## config.mk

```make
export PLATFORM = sky130hd
export DESIGN_NAME = fsa_cmd_fifo
export DESIGN_NICKNAME = d
export VERILOG_FILES = /design/src/rtl/frame_stack_allocator_assert.svh /design/src/rtl/fsa_pkg.sv /design/src/rtl/fsa_cmd_fifo.sv
export SDC_FILE = /design/constraint.sdc
export NUM_CORES = 1
export LEC_CHECK = 0
export BUFFER_PORTS_ARGS = -buffer_cell sky130_fd_sc_hd__buf_2
export CORE_MARGIN = 4
export CORE_UTILIZATION = 51
export CTS_BUF_LIST = sky130_fd_sc_hd__clkbuf_4 sky130_fd_sc_hd__clkbuf_8
export CTS_CLUSTER_DIAMETER = 150
export DETAILED_ROUTE_END_ITERATION = 10
export GPL_TIMING_DRIVEN = 0
export PLACE_DENSITY = 0.78
export SLEW_MARGIN = 30
export SYNTH_ARGS = -nofsm -noshare
export SYNTH_HDL_FRONTEND = slang
export SYNTH_SLANG_ARGS = --single-unit
```

## constraint.sdc

```tcl
create_clock -name clk -period 6.5 [get_ports clk]
set_clock_uncertainty 0.05 [all_clocks]
set_input_delay 0.65 -clock clk [delete_from_list [all_inputs] [get_ports clk]]
set_output_delay 0.65 -clock clk [all_outputs]
set_load 0.03 [all_outputs]
```

## src/rtl/frame_stack_allocator_assert.svh

```systemverilog
// Assertion macros for the frame stack allocator.
// Needs clk and rst_n in the scope where a macro is used.
`ifndef FRAME_STACK_ALLOCATOR_ASSERT_SVH
`define FRAME_STACK_ALLOCATOR_ASSERT_SVH
`ifndef SYNTHESIS
// Same-cycle implication, checked outside reset.
`define FSA_ASSERT_NOW(lbl, cond, prop) \
  lbl: assert property (@(posedge clk) disable iff (!rst_n) (cond) |-> (prop)) \
    else $error("frame stack allocator check failed");
// Next-cycle implication, checked outside reset.
`define FSA_ASSERT_NEXT(lbl, cond, prop) \
  lbl: assert property (@(posedge clk) disable iff (!rst_n) (cond) |=> (prop)) \
    else $error("frame stack allocator check failed");
`else
`define FSA_ASSERT_NOW(lbl, cond, prop)
`define FSA_ASSERT_NEXT(lbl, cond, prop)
`endif
`endif

```

## src/rtl/fsa_pkg.sv

```systemverilog
// Shared types, codes and helpers for the frame stack allocator.
// No dependencies; every other source file but the assertion header imports this package.
`timescale 1ns / 1ps
package fsa_pkg;

  localparam int unsigned DEPTH_DEF = 4096;
  localparam int unsigned ADDR_W    = 48;
  localparam int unsigned EXT_W     = ADDR_W + 1;
  localparam int unsigned OUT_CNT_W = 13;
  localparam int unsigned CFG_IDX_W = 2;

  localparam logic [EXT_W-1:0] PAGE_MASK = EXT_W'(12'hFFF);
  localparam logic [EXT_W-1:0] PAGE_SIZE = EXT_W'(13'h1000);
  localparam logic [EXT_W-1:0] ADDR_TOP  = {1'b1, {ADDR_W{1'b0}}};

  // Input modes.
  localparam logic [1:0] MODE_REGION = 2'd0;
  localparam logic [1:0] MODE_ALLOC  = 2'd1;
  localparam logic [1:0] MODE_FREE   = 2'd2;

  // Result status codes.
  localparam logic [1:0] ST_OK    = 2'd0;
  localparam logic [1:0] ST_EMPTY = 2'd1;
  localparam logic [1:0] ST_FULL  = 2'd2;

  // Configuration register indexes.
  localparam logic [CFG_IDX_W-1:0] CFG_KERNEL_START = 2'd0;
  localparam logic [CFG_IDX_W-1:0] CFG_KERNEL_LIMIT = 2'd1;
  localparam logic [CFG_IDX_W-1:0] CFG_STORE_START  = 2'd2;

  // Classified command codes.
  localparam logic [1:0] OP_NOP    = 2'd0;
  localparam logic [1:0] OP_REGION = 2'd1;
  localparam logic [1:0] OP_ALLOC  = 2'd2;
  localparam logic [1:0] OP_FREE   = 2'd3;

  // Command queue depth.
  localparam int unsigned Q_DEPTH = 2;
  localparam int unsigned Q_PTR_W = $clog2(Q_DEPTH);

  // One classified command. For a region, a is the first frame and b the end;
  // for a free, a holds the returned address.
  typedef struct packed {
    logic [1:0]       op;
    logic [EXT_W-1:0] a;
    logic [EXT_W-1:0] b;
  } cmd_t;

  // Configuration registers.
  typedef struct packed {
    logic [ADDR_W-1:0] kernel_start;
    logic [ADDR_W-1:0] kernel_limit;
    logic [ADDR_W-1:0] store_start;
  } cfg_t;

  // Round an address up to the next 4 KiB boundary.
  function automatic logic [EXT_W-1:0] round_up_page(input logic [EXT_W-1:0] a);
    return (a + PAGE_MASK) & ~PAGE_MASK;
  endfunction

endpackage

```

## src/rtl/fsa_cmd_fifo.sv

```systemverilog
// Short command queue between the front end and the stack engine.
// Depends on fsa_pkg.
`timescale 1ns / 1ps
module fsa_cmd_fifo (
  input  logic          clk,
  input  logic          rst_n,
  input  logic          push,
  input  fsa_pkg::cmd_t push_cmd,
  output logic          full,
  input  logic          pop,
  output fsa_pkg::cmd_t pop_cmd,
  output logic          empty
);
  import fsa_pkg::*;

  cmd_t               ent_r [Q_DEPTH];
  logic [Q_PTR_W-1:0] wr_ptr_r;
  logic [Q_PTR_W-1:0] rd_ptr_r;
  logic [Q_PTR_W:0]   fill_r;

  assign full    = (fill_r == (Q_PTR_W+1)'(Q_DEPTH));
  assign empty   = (fill_r == '0);
  assign pop_cmd = ent_r[rd_ptr_r];

  // Pointer and fill bookkeeping.
  always_ff @(posedge clk) begin
    if (!rst_n) begin
      wr_ptr_r <= '0;
      rd_ptr_r <= '0;
      fill_r   <= '0;
    end else begin
      if (push) wr_ptr_r <= wr_ptr_r + 1'b1;
      if (pop)  rd_ptr_r <= rd_ptr_r + 1'b1;
      if (push && !pop)      fill_r <= fill_r + 1'b1;
      else if (pop && !push) fill_r <= fill_r - 1'b1;
    end
  end

  // Entry storage.
  always_ff @(posedge clk) begin
    if (push) ent_r[wr_ptr_r] <= push_cmd;
  end

endmodule

```

## Word level (Yosys, flattened, before mapping)

Memories as Yosys holds them, arrays and structs flattened. A register that Yosys moved wholly into a read port is not among the register bits.
Cells that the tools add are included.
W data, S select, Z words.

| word-level totals | value |
|---|---|
| word-level logic and storage cells | 21 |
| memories kept | 1 |
| input port bits | 104 |
| output and inout bits | 102 |
| bits in registers | 4 |
| bits in writable memories | 200 |

Memory list:

| name | words | bits a word | rd ports | clocked after memory_dff | write ports | RTL line | source |
|---|---|---|---|---|---|---|---|
| ent_r | 2 | 100 | 1 | 1 | 1 | fsa_cmd_fifo.sv:16 | `cmd_t ent_r [Q_DEPTH];` |

| operators by class | value |
|---|---|
| multiplexer cells | 6 |
| add/subtract/negate cells | 4 |
| eq/ne operators | 1 |
| reductions and logical operators | 6 |

Operator list:

| cell | count |
|---|---|
| $mux W1 | 4 |
| $mux W2 | 2 |
| $add A1 B1 Y1 const B | 2 |
| $add A2 B1 Y2 const B | 1 |
| $eq A2 B2 Y1 const B | 1 |
| $logic_and A1 B1 Y1 | 2 |
| $logic_not A1 Y1 | 2 |
| $logic_not A2 Y1 | 1 |
| $reduce_bool A2 Y1 | 1 |
| $sub A2 B1 Y2 const B | 1 |

## Depth between registers and ports, before layout

| logic depth | value |
|---|---|
| word-level depth | 4 |
| gate-level depth with buffers | 5 |
| depth with buffers taken out | 5 |

## Worst setup path before layout

OpenSTA, ideal clock, no wires.

| timing | value |
|---|---|
| path type | input to register |
| start | in push |
| end | mem ent_r[0][0] (netlist bit) (enable) |
| slack | 0.845 ns |
| data arrival time | 5.033 ns |
| buffers on the path | 0 |
| stages on the path | 1 |
| required time | 5.878 ns |
| library setup time | 0.572 ns |
| path through | nor2b_1 |

| between the ends | value |
|---|---|
| word-level cells in the longest chain between the ends | 2 |

Ends and longest elaborated chain:

| item | RTL line | source |
|---|---|---|
| start, declared | fsa_cmd_fifo.sv:7 | `input logic push,` |
| $mux W1 | fsa_cmd_fifo.sv:41 | `if (push) ent_r[wr_ptr_r] <= push_cmd;` |
| $mux W1 (implied by the code) | fsa_cmd_fifo.sv:41 |  |
| end, declared | fsa_cmd_fifo.sv:16 |  |

Every way passes these cells.

==> impl_metrics.tcl <==
set metrics [dict create \
    hold_violations 0 \
    core_um2 14100 \
    drc 0 \
    clk_latency_ns 0.50 \
    drt_pass1_iterations 4 \
    die-area_um2 16600 \
    crit_chain "buf_4, buf_6, mux2_2, buf_2" \
    cts.htree.levels 2 \
    ys_top_cells_by_area "edfxtp_1 (80%), mux2_2 (15%), buf_6 (1.5%)" \
    crit_type "flop to output port" \
    p_per_area_nw_per_um2 317 \
    max-vdd-ir-drop_mv 0.257 \
    power_uw 3020 \
    worst_hold_path_type "input port to flop" \
    clock-sinks 205 \
    syn_inst 333 \
    clock_path_buffers 3 \
    grt_max_degree 41 \
    slew_violations 0 \
    wirelength_mm 14.2 \
    gp_congestion 0.750 \
    vias 3893 \
    crit_path_end_kind "output port" \
    cts_tree "built" \
    outcome "finished, final reports clean" \
    dp_cells 725 \
    post-dp-hpwl_mm 9.85 \
    cp.arrival_ns 1.80 \
    wire_per_inst_um 18.2 \
    track_usage_pct 16.9 \
    cp_slowest_cell "mux2_2" \
    portBuffers 205 \
    antenna_found_initial 0 \
    synth_top_area_share_pct 80.4 \
    grt_overflow_total 0 \
    drt_iter0_markers 162 \
    final_cells 779 \
    drv_cap 0 \
    fillCellCount 983 \
    drive_above_1_share_pct 63.1 \
    postRouteAntennaNets 0 \
    grt_first_pass_wirelength_mm 21.7 \
    cts_root_buf "clkbuf_8" \
    avgSynthCellArea_um2 22.4 \
    fin_crit_sh_pct 38.5 \
    numCtsBuffers 34 \
    period_needed_ns 2.50 \
    seq_area_frac_synth_pct 81.7 \
    syn_area_um2 7470 \
    rows 43 \
    yosysTopAreaCell "edfxtp_1" \
    cp_max_fo 10 \
    clk_pin_slew_ns 0.06 \
    post_cts_resized 0 \
    start_util_pct 53.0 \
    final_common_cell "buf_2" \
    seq_area_um2 6110 \
    layout_common_cells "buf_2 (205), edfxtp_1 (200), mux2_2 (100)" \
    fp.dieW_um 129 \
    pin_count 206 \
    finalNetCount 686 \
    post_cts_buffers 0 \
    slew-limit-headroom_pct 72.9 \
    synth_cell_types 17 \
    slowest_delay_ns 0.36 \
    yosysWarnings 0 \
    leakage_uw 0.00364 \
    worstHoldStart "push_cmd[51]" \
    max_freq_mhz 399 \
    r2r_start "wr_ptr_r" \
    startpoint_type "flop" \
    ys_seq_elements 205 \
    die_height_um 129 \
    multi_input_area_um2 1250 \
    avgViaCountPerCell 5.00 \
    area_delta_synth_final_pct 27.6 \
    syn-num-nets 438 \
    diodes 0 \
    worst_ep_required_time_ns 5.80 \
    worst_slew_pin_slew_ns 0.406 \
    rsz0062_at_grt "false" \
    hold_buffers 0 \
    setup_viol 0 \
    grt_pass1_vias 4319 \
]
==> worst max-delay path: cells and delay by family, from the launching register on <==
kind | cells | cell delay [ns]
buffers and inverters | 3 | 0.64
DFF | 1 | 0.31
muxes | 1 | 0.36
==> logic make-up (layout without fill, tap and decap cells) <==
kind of cell | after synthesis | after routing | share of synthesized area [%]
simple gates | 9 | 9 | 0.754
fa+ha+maj | 1 | 1 | 0.167
mux | 100 | 100 | 15.1
buf+inv | 12 | 278 | 1.66
xor+xnor | 3 | 3 | 0.352
flops | 205 | 205 | 81.7
compound gates | 3 | 3 | 0.268
==> layout make-up <==
class	instances	share of cell area (%)
Multi-Input combinational cell	116	13.1
Inverter	1	0.0394
Buffer	11	1.26
Clock buffer	47	6.06
Timing Repair Buffer	212	12.5
Tap cell	180	2.36
Clock inverter	7	0.630
Sequential cell	205	64.0
==> final timing paths <==
kind              slack (ns)            to  cells past startpoint
setup / recovery        4.00   pop_cmd[54]                      4
hold / removal          0.29  ent_r[0][51]                      1
setup reg to reg        4.82  ent_r[0][74]                      4
hold reg to reg         0.48     fill_r[1]                      2
==> synth_stat cells, drive strengths merged <==
cell type / instances
edfxtp: 200
a21boi: 1
inv: 1
xor2: 2
xnor2: 1
mux2: 100
buf: 11
nor2: 1
and2: 4
or3: 1
dfxtp: 5
ha: 1
nor2b: 2
and2b: 1
o21a: 1
o21ai: 1
==> state kept, by name, summed over array words and instances (netlist names), named ones only <==
name,cells
rd_ptr_r,1
fill_r,2
ent_r,200
wr_ptr_r,1
==> metal layers <==
metal / track usage [%] / wire (um)
met4: 6.30 / 307
met2: 29.6 / 7490
met3: 5.40 / 1100
met5: 0 / 0
met1: 19.6 / 5260
==> power breakdown <==
| part | internal [uW] | switching, uW |
|---|---|---|
| registers | 1530 | 16.0 |
| logic | 161 | 261 |
| clock network | 609 | 448 |
| total | 2300 | 724 |
==> stage by stage <==
| stage | hold WS, ns | setup TNS [ns] | utilization, % | worst slack, ns | instance area (um2) |
|---|---|---|---|---|---|
| detailed placement | 0.483 | 0 | 63.1 | 4.33 | 8900 |
| global placement | 0.428 | -164.08 | 61.9 | -1.63 | 8720 |
| floorplan | 0.416 | 0 | - | 0.845 | 7470 |
| global route | 0.254 | 0 | 67.6 | 3.89 | 9540 |
| CTS | 0.252 | 0 | 67.6 | 3.94 | 9540 |
| finish | 0.291 | 0 | 67.6 | 4.00 | 9540 |
Power figures use the tool's default switching activity.
