--- config.mk ---
export PLATFORM = sky130hd
export DESIGN_NAME = fsa_front
export DESIGN_NICKNAME = d
export VERILOG_FILES = /design/src/rtl/frame_stack_allocator_assert.svh /design/src/rtl/fsa_pkg.sv /design/src/rtl/fsa_front.sv
export SDC_FILE = /design/constraint.sdc
export NUM_CORES = 1
export LEC_CHECK = 0
export BUFFER_PORTS_ARGS = -buffer_cell sky130_fd_sc_hd__buf_2
export CAP_MARGIN = 20
export CORE_MARGIN = 3
export CORE_UTILIZATION = 40
export DETAILED_ROUTE_END_ITERATION = 10
export PLACE_DENSITY_LB_ADDON = 0.08
export SYNTH_ARGS = -nofsm -noshare
export SYNTH_HDL_FRONTEND = slang
export SYNTH_SLANG_ARGS = --single-unit
export TNS_END_PERCENT = 50
--- constraint.sdc ---
create_clock -name vclk -period 3.3
set_input_delay 0.165 -clock vclk [all_inputs]
set_output_delay 0.165 -clock vclk [all_outputs]
set_load 0.005 [all_outputs]
--- src/rtl/frame_stack_allocator_assert.svh ---
// Assertion macros for the frame stack allocator.
// Needs clk and rst_n in the scope where a macro is used.
`ifndef FRAME_STACK_ALLOCATOR_ASSERT_SVH
`define FRAME_STACK_ALLOCATOR_ASSERT_SVH
`ifndef SYNTHESIS
// Same-cycle implication, checked outside reset.
`define FSA_ASSERT_NOW(lbl, cond, prop) \
  lbl: assert property (@(posedge clk) disable iff (!rst_n) (cond) |-> (prop)) \
    else $error("frame stack allocator check failed");
// Next-cycle implication, checked outside reset.
`define FSA_ASSERT_NEXT(lbl, cond, prop) \
  lbl: assert property (@(posedge clk) disable iff (!rst_n) (cond) |=> (prop)) \
    else $error("frame stack allocator check failed");
`else
`define FSA_ASSERT_NOW(lbl, cond, prop)
`define FSA_ASSERT_NEXT(lbl, cond, prop)
`endif
`endif

--- src/rtl/fsa_pkg.sv ---
// Shared types, codes and helpers for the frame stack allocator.
// No dependencies; every other source file but the assertion header imports this package.
`timescale 1ns / 1ps
package fsa_pkg;

  localparam int unsigned DEPTH_DEF = 4096;
  localparam int unsigned ADDR_W    = 48;
  localparam int unsigned EXT_W     = ADDR_W + 1;
  localparam int unsigned OUT_CNT_W = 13;
  localparam int unsigned CFG_IDX_W = 2;

  localparam logic [EXT_W-1:0] PAGE_MASK = EXT_W'(12'hFFF);
  localparam logic [EXT_W-1:0] PAGE_SIZE = EXT_W'(13'h1000);
  localparam logic [EXT_W-1:0] ADDR_TOP  = {1'b1, {ADDR_W{1'b0}}};

  // Input modes.
  localparam logic [1:0] MODE_REGION = 2'd0;
  localparam logic [1:0] MODE_ALLOC  = 2'd1;
  localparam logic [1:0] MODE_FREE   = 2'd2;

  // Result status codes.
  localparam logic [1:0] ST_OK    = 2'd0;
  localparam logic [1:0] ST_EMPTY = 2'd1;
  localparam logic [1:0] ST_FULL  = 2'd2;

  // Configuration register indexes.
  localparam logic [CFG_IDX_W-1:0] CFG_KERNEL_START = 2'd0;
  localparam logic [CFG_IDX_W-1:0] CFG_KERNEL_LIMIT = 2'd1;
  localparam logic [CFG_IDX_W-1:0] CFG_STORE_START  = 2'd2;

  // Classified command codes.
  localparam logic [1:0] OP_NOP    = 2'd0;
  localparam logic [1:0] OP_REGION = 2'd1;
  localparam logic [1:0] OP_ALLOC  = 2'd2;
  localparam logic [1:0] OP_FREE   = 2'd3;

  // Command queue depth.
  localparam int unsigned Q_DEPTH = 2;
  localparam int unsigned Q_PTR_W = $clog2(Q_DEPTH);

  // One classified command. For a region, a is the first frame and b the end;
  // for a free, a holds the returned address.
  typedef struct packed {
    logic [1:0]       op;
    logic [EXT_W-1:0] a;
    logic [EXT_W-1:0] b;
  } cmd_t;

  // Configuration registers.
  typedef struct packed {
    logic [ADDR_W-1:0] kernel_start;
    logic [ADDR_W-1:0] kernel_limit;
    logic [ADDR_W-1:0] store_start;
  } cfg_t;

  // Round an address up to the next 4 KiB boundary.
  function automatic logic [EXT_W-1:0] round_up_page(input logic [EXT_W-1:0] a);
    return (a + PAGE_MASK) & ~PAGE_MASK;
  endfunction

endpackage

--- src/rtl/fsa_front.sv ---
// Front end: accepts input words and turns them into queue commands.
// Depends on fsa_pkg.
`timescale 1ns / 1ps
module fsa_front (
  input  logic                      in_valid,
  output logic                      in_ready,
  input  logic [1:0]                in_mode,
  input  logic [fsa_pkg::ADDR_W-1:0] in_region_base,
  input  logic [fsa_pkg::ADDR_W-1:0] in_region_length,
  input  logic                      in_region_usable,
  input  logic [fsa_pkg::ADDR_W-1:0] in_free_addr,
  input  logic                      q_full,
  output logic                      q_push,
  output fsa_pkg::cmd_t             q_cmd
);
  import fsa_pkg::*;

  logic [EXT_W-1:0] base_ext;
  logic [EXT_W-1:0] end_sum;
  logic [EXT_W-1:0] end_clip;

  assign in_ready = !q_full;
  assign q_push   = in_valid && !q_full;

  // Region bounds: first frame rounded up, end clipped to the address space and rounded down.
  assign base_ext = {1'b0, in_region_base};
  assign end_sum  = base_ext + {1'b0, in_region_length};
  assign end_clip = (end_sum > ADDR_TOP) ? ADDR_TOP : end_sum;

  // Classify the word by its mode.
  always_comb begin
    q_cmd.op = OP_NOP;
    q_cmd.a  = round_up_page(base_ext);
    q_cmd.b  = end_clip & ~PAGE_MASK;
    case (in_mode)
      MODE_REGION: begin
        q_cmd.op = in_region_usable ? OP_REGION : OP_NOP;
      end
      MODE_ALLOC: begin
        q_cmd.op = OP_ALLOC;
      end
      MODE_FREE: begin
        q_cmd.op = OP_FREE;
        q_cmd.a  = {1'b0, in_free_addr};
      end
      default: begin
        q_cmd.op = OP_NOP;
      end
    endcase
  end

endmodule

---- After elaboration in Yosys (flattened, before gate mapping) ----
Cells that the tools add are included.
cells by class
  add/sub/neg operators ................... 2
  order comparisons ....................... 1
  eq/ne operators ......................... 2
  muxes and demuxes ....................... 4
  reductions and logical operators ........ 3
operator list
  cell                                                               number
  49-bit two-way mux                                                 2
  48-bit by 12-bit adder with 49-bit output (second input constant)  1
  48-bit by 48-bit adder with 49-bit output                          1
  49-bit greater-than comparator (second input constant)             1
  2-bit one-hot mux with 3 select lines                              1
  2-bit by 1-bit == test with 1-bit output (second input constant)   1
  2-bit == test (second input constant)                              1
  2-bit zero test                                                    1
  1-bit logical AND                                                  1
  1-bit zero test                                                    1
  1-bit two-way mux                                                  1
storage, ports and cells
  register bits after elaboration ......... 0
  input port bits ......................... 149
  output and inout bits ................... 102
  word-level logic and storage cells ...... 12

---- Logic depth before layout (Yosys ltp) ----
  depth after elaboration ................. 3
  mapped depth ............................ 12
  depth with buffers taken out ............ 11

---- Worst setup path before layout ----
Ideal clock, no wire load.
  path type ............................... input-to-output
  start ................................... in in_region_base[13] (netlist name)
  end ..................................... out q_cmd[46] (netlist name)
  arrival ................................. 2248 ps
  required time ........................... 3135 ps
  setup slack ............................. 887 ps
  stages on the path ...................... 10
  path buffers ............................ 1
  cells stage by stage .................... ha_1 -> buf_2 -> a21oi_1 -> o21ai_1 -> a21o_1 -> a221oi_2 -> a21oi_1 -> o211ai_1 -> a21boi_0 -> a2111oi_0
RTL lines
  item                RTL line         source
  start: declaration  fsa_front.sv:8   input logic [fsa_pkg::ADDR_W-1:0] in_region_base,
  end: declaration    fsa_front.sv:14  output fsa_pkg::cmd_t q_cmd

==> impl_metrics.json <==
{
  "status": "finished, final reports clean",
  "grt_pass1_wl_um": 24200,
  "hold_violations": 0,
  "yosys.area.top_type": "ha_1",
  "hold_class": "input port to output port",
  "dieArea_mm2": 0.0118,
  "ant_nets": 0,
  "gr-total-overflow": 0,
  "synthAdderAreaFrac": 0.153,
  "drt-total-wl_um": 15400,
  "total_power_uw": 990,
  "synth_xor_xnor_area_share": 0.127,
  "peakVddDrop_v": 0.000101,
  "antenna_cells": 0,
  "synth_cell_types": 62,
  "cts_hold_buf": 0,
  "synthMuxAreaShare": 0.00237,
  "die-height_um": 109,
  "p_per_area_mw_per_mm2": 181,
  "yosys.area_share.simple": 0.351,
  "routedWlPerCell_um": 15.2,
  "via_per_inst": 5.50,
  "port_buffers": 239,
  "cap_violations": 0,
  "syn_area_mm2": 0.00422,
  "cp-end-kind": "output port",
  "grt_pass1_vias": 5383,
  "clkbuf_count": 0,
  "fin_crit_sh": 0.906,
  "clock.fmax_mhz": 334,
  "synthToLayoutAreaGrowth_pct": 29.8,
  "relSlewSlack": 0.427,
  "seqCellArea_um2": 0,
  "finalSetupTns_ns": 0,
  "core-area_mm2": 0.0100,
  "seq_area_frac_synth": 0,
  "grt_max_degree": 57,
  "start_kind": "input port",
  "drtIter0Drc": 215,
  "cts.repair.resized": 0,
  "antenna_found_initial": 0,
  "drive_gt1_frac": 0.303,
  "drc_errors": 0,
  "timing.final.crit_period_ns": 2.99,
  "critical_path_class": "input port to output port",
  "gp_congestion": 0.891,
  "grt_usage": 0.243,
  "dp_hpwl_um": 13200,
  "synth_cells": 665,
  "synth_top_area_share": 0.148,
  "grt_setup_unrepaired": "no",
  "vias": 5571,
  "path_max_fanout": 9,
  "crit_path_end": "q_cmd[46]",
  "finalSetupViolCount": 0,
  "die_w_um": 109,
  "synth_top_family_by_area": "simple AND/OR/NAND/NOR gates",
  "fp-row-count": 36,
  "syn_avg_cell_area_um2": 6.35,
  "startpoint": "in_region_base[26]",
  "ys_warn_count": 0,
  "cp.required_ns": 3.13,
  "initial_core_util": 0.422,
  "ys_top_cells_by_area": "ha_1 15%, nand2_1 8.5%, o21ai_0 7.5%, a21oi_1 7.2%, xnor2_1 6.4%",
  "fin_nets": 1081,
  "leakage_nw": 2.60,
  "hp-start": "q_full",
  "ios": 251,
  "critical_path_arrival_ns": 2.83,
  "worst_slew_pin_slew_ns": 0.859,
  "drv_slew": 0,
  "drtPass1Iterations": 5,
  "synth_compound_area_frac": 0.297,
  "post-cts-setup-buffer-count": 0,
  "seq_cells": 0
}
==> synthesized netlist by cell type (2+ instances only) <==
library cell	count
nand2_1	96
o21ai_0	63
a21oi_1	61
ha_1	50
nor3_1	47
nor2_1	35
xnor2_1	31
xor2_1	30
clkbuf_1	23
nand4_1	22
inv_1	21
nand3_1	21
and2_1	15
buf_4	13
a21o_1	11
o211ai_1	11
o21a_1	10
nor2b_1	8
a31oi_1	7
and3_1	6
o21bai_1	6
and4_1	4
buf_2	4
nor4_2	4
o31ai_1	4
or2_2	4
a211o_1	3
a221oi_2	3
a22oi_1	3
nand2b_1	3
o21ai_1	3
or4_1	3
a211oi_1	2
a221o_1	2
buf_1	2
nor3b_1	2
nor4_1	2
nor4b_1	2
o2111ai_1	2
o2bb2ai_1	2
or3_1	2
or4_4	2
==> worst max-delay path, cell delays in order <==
cell and delay [ns]:
buf_2 0.14, ha_1 0.46, nand2_1 0.18, nor3_1 0.48, o211ai_1 0.25, a21oi_1 0.24, o211ai_1 0.16, and3b_1 0.19
a2111oi_0 0.34, buf_2 0.20
==> report_power, final <==
group	switching [mW]	leakage, nW	internal (mW)	total, mW
clock network	0	0	0	0
registers	0	0	0	0
logic	0.560	2.60	0.430	0.990
total	0.560	2.60	0.430	0.990
==> metrics by stage <==
| step | setup slack (ns) | hold WS (ns) | cell area [um2] | std cells | utilization |
|---|---|---|---|---|---|
| 6_report | 0.309 | 0.555 | 5480 | 1012 | 0.548 |
| 5_1_grt | 0.0647 | 0.591 | 5480 | 1012 | 0.548 |
| 4_1_cts | 0.312 | 0.556 | 5470 | 1011 | 0.547 |
| 3_5_place_dp | 0.341 | 0.554 | 5470 | 1011 | 0.547 |
| 3_3_place_gp | 0.377 | 0.555 | 5470 | 1011 | 0.547 |
| 2_1_floorplan | 0.887 | 0.357 | 4260 | 676 | - |
==> final cells by class <==
class,instances,area [um2]
Tap cell,133,166
Inverter,21,78.8
Multi-Input combinational cell,613,3980
Timing Repair Buffer,245,1260
Fill cell,1127,4520
==> how the worst min path moves through the flow <==
stage / depth (start not counted) / end
after floorplan: 1 / in_ready
after global placement: 3 / in_ready
after detailed placement: 3 / in_ready
after CTS: 3 / in_ready
after global routing: 3 / in_ready
final: 3 / in_ready
==> metal layers <==
layer  GRT usage  part of all wire
met4      0.0379             0.011
met3      0.0166             0.073
met5           0                 0
met1       0.309              0.43
met2       0.453              0.48
==> logic make-up after synthesis <==
| logic type | after synthesis |
|---|---|
| compound gates | 202 |
| xor+xnor | 61 |
| fa+ha+maj | 51 |
| buf+inv | 63 |
| mux | 1 |
| other cells | 1 |
| simple gates | 286 |
==> cell usage in the layout, fill, tap and decap left out, types with 4 or more instances in the layout <==
master / count
o21ai_0: 63
and3_1: 6
o31ai_1: 4
inv_1: 21
nand3_1: 21
xor2_1: 30
a21o_1: 11
nor2b_1: 8
buf_2: 239
a31oi_1: 7
nor4_2: 4
and4_1: 4
o21bai_1: 6
o211ai_1: 11
or2_2: 4
xnor2_1: 31
o21a_1: 10
a21oi_1: 61
ha_1: 49
nand2_1: 96
buf_4: 4
nor3_1: 47
conb_1: 12
nand4_1: 22
nor2_1: 35
and2_1: 15
Power figures use the tool's default switching activity.
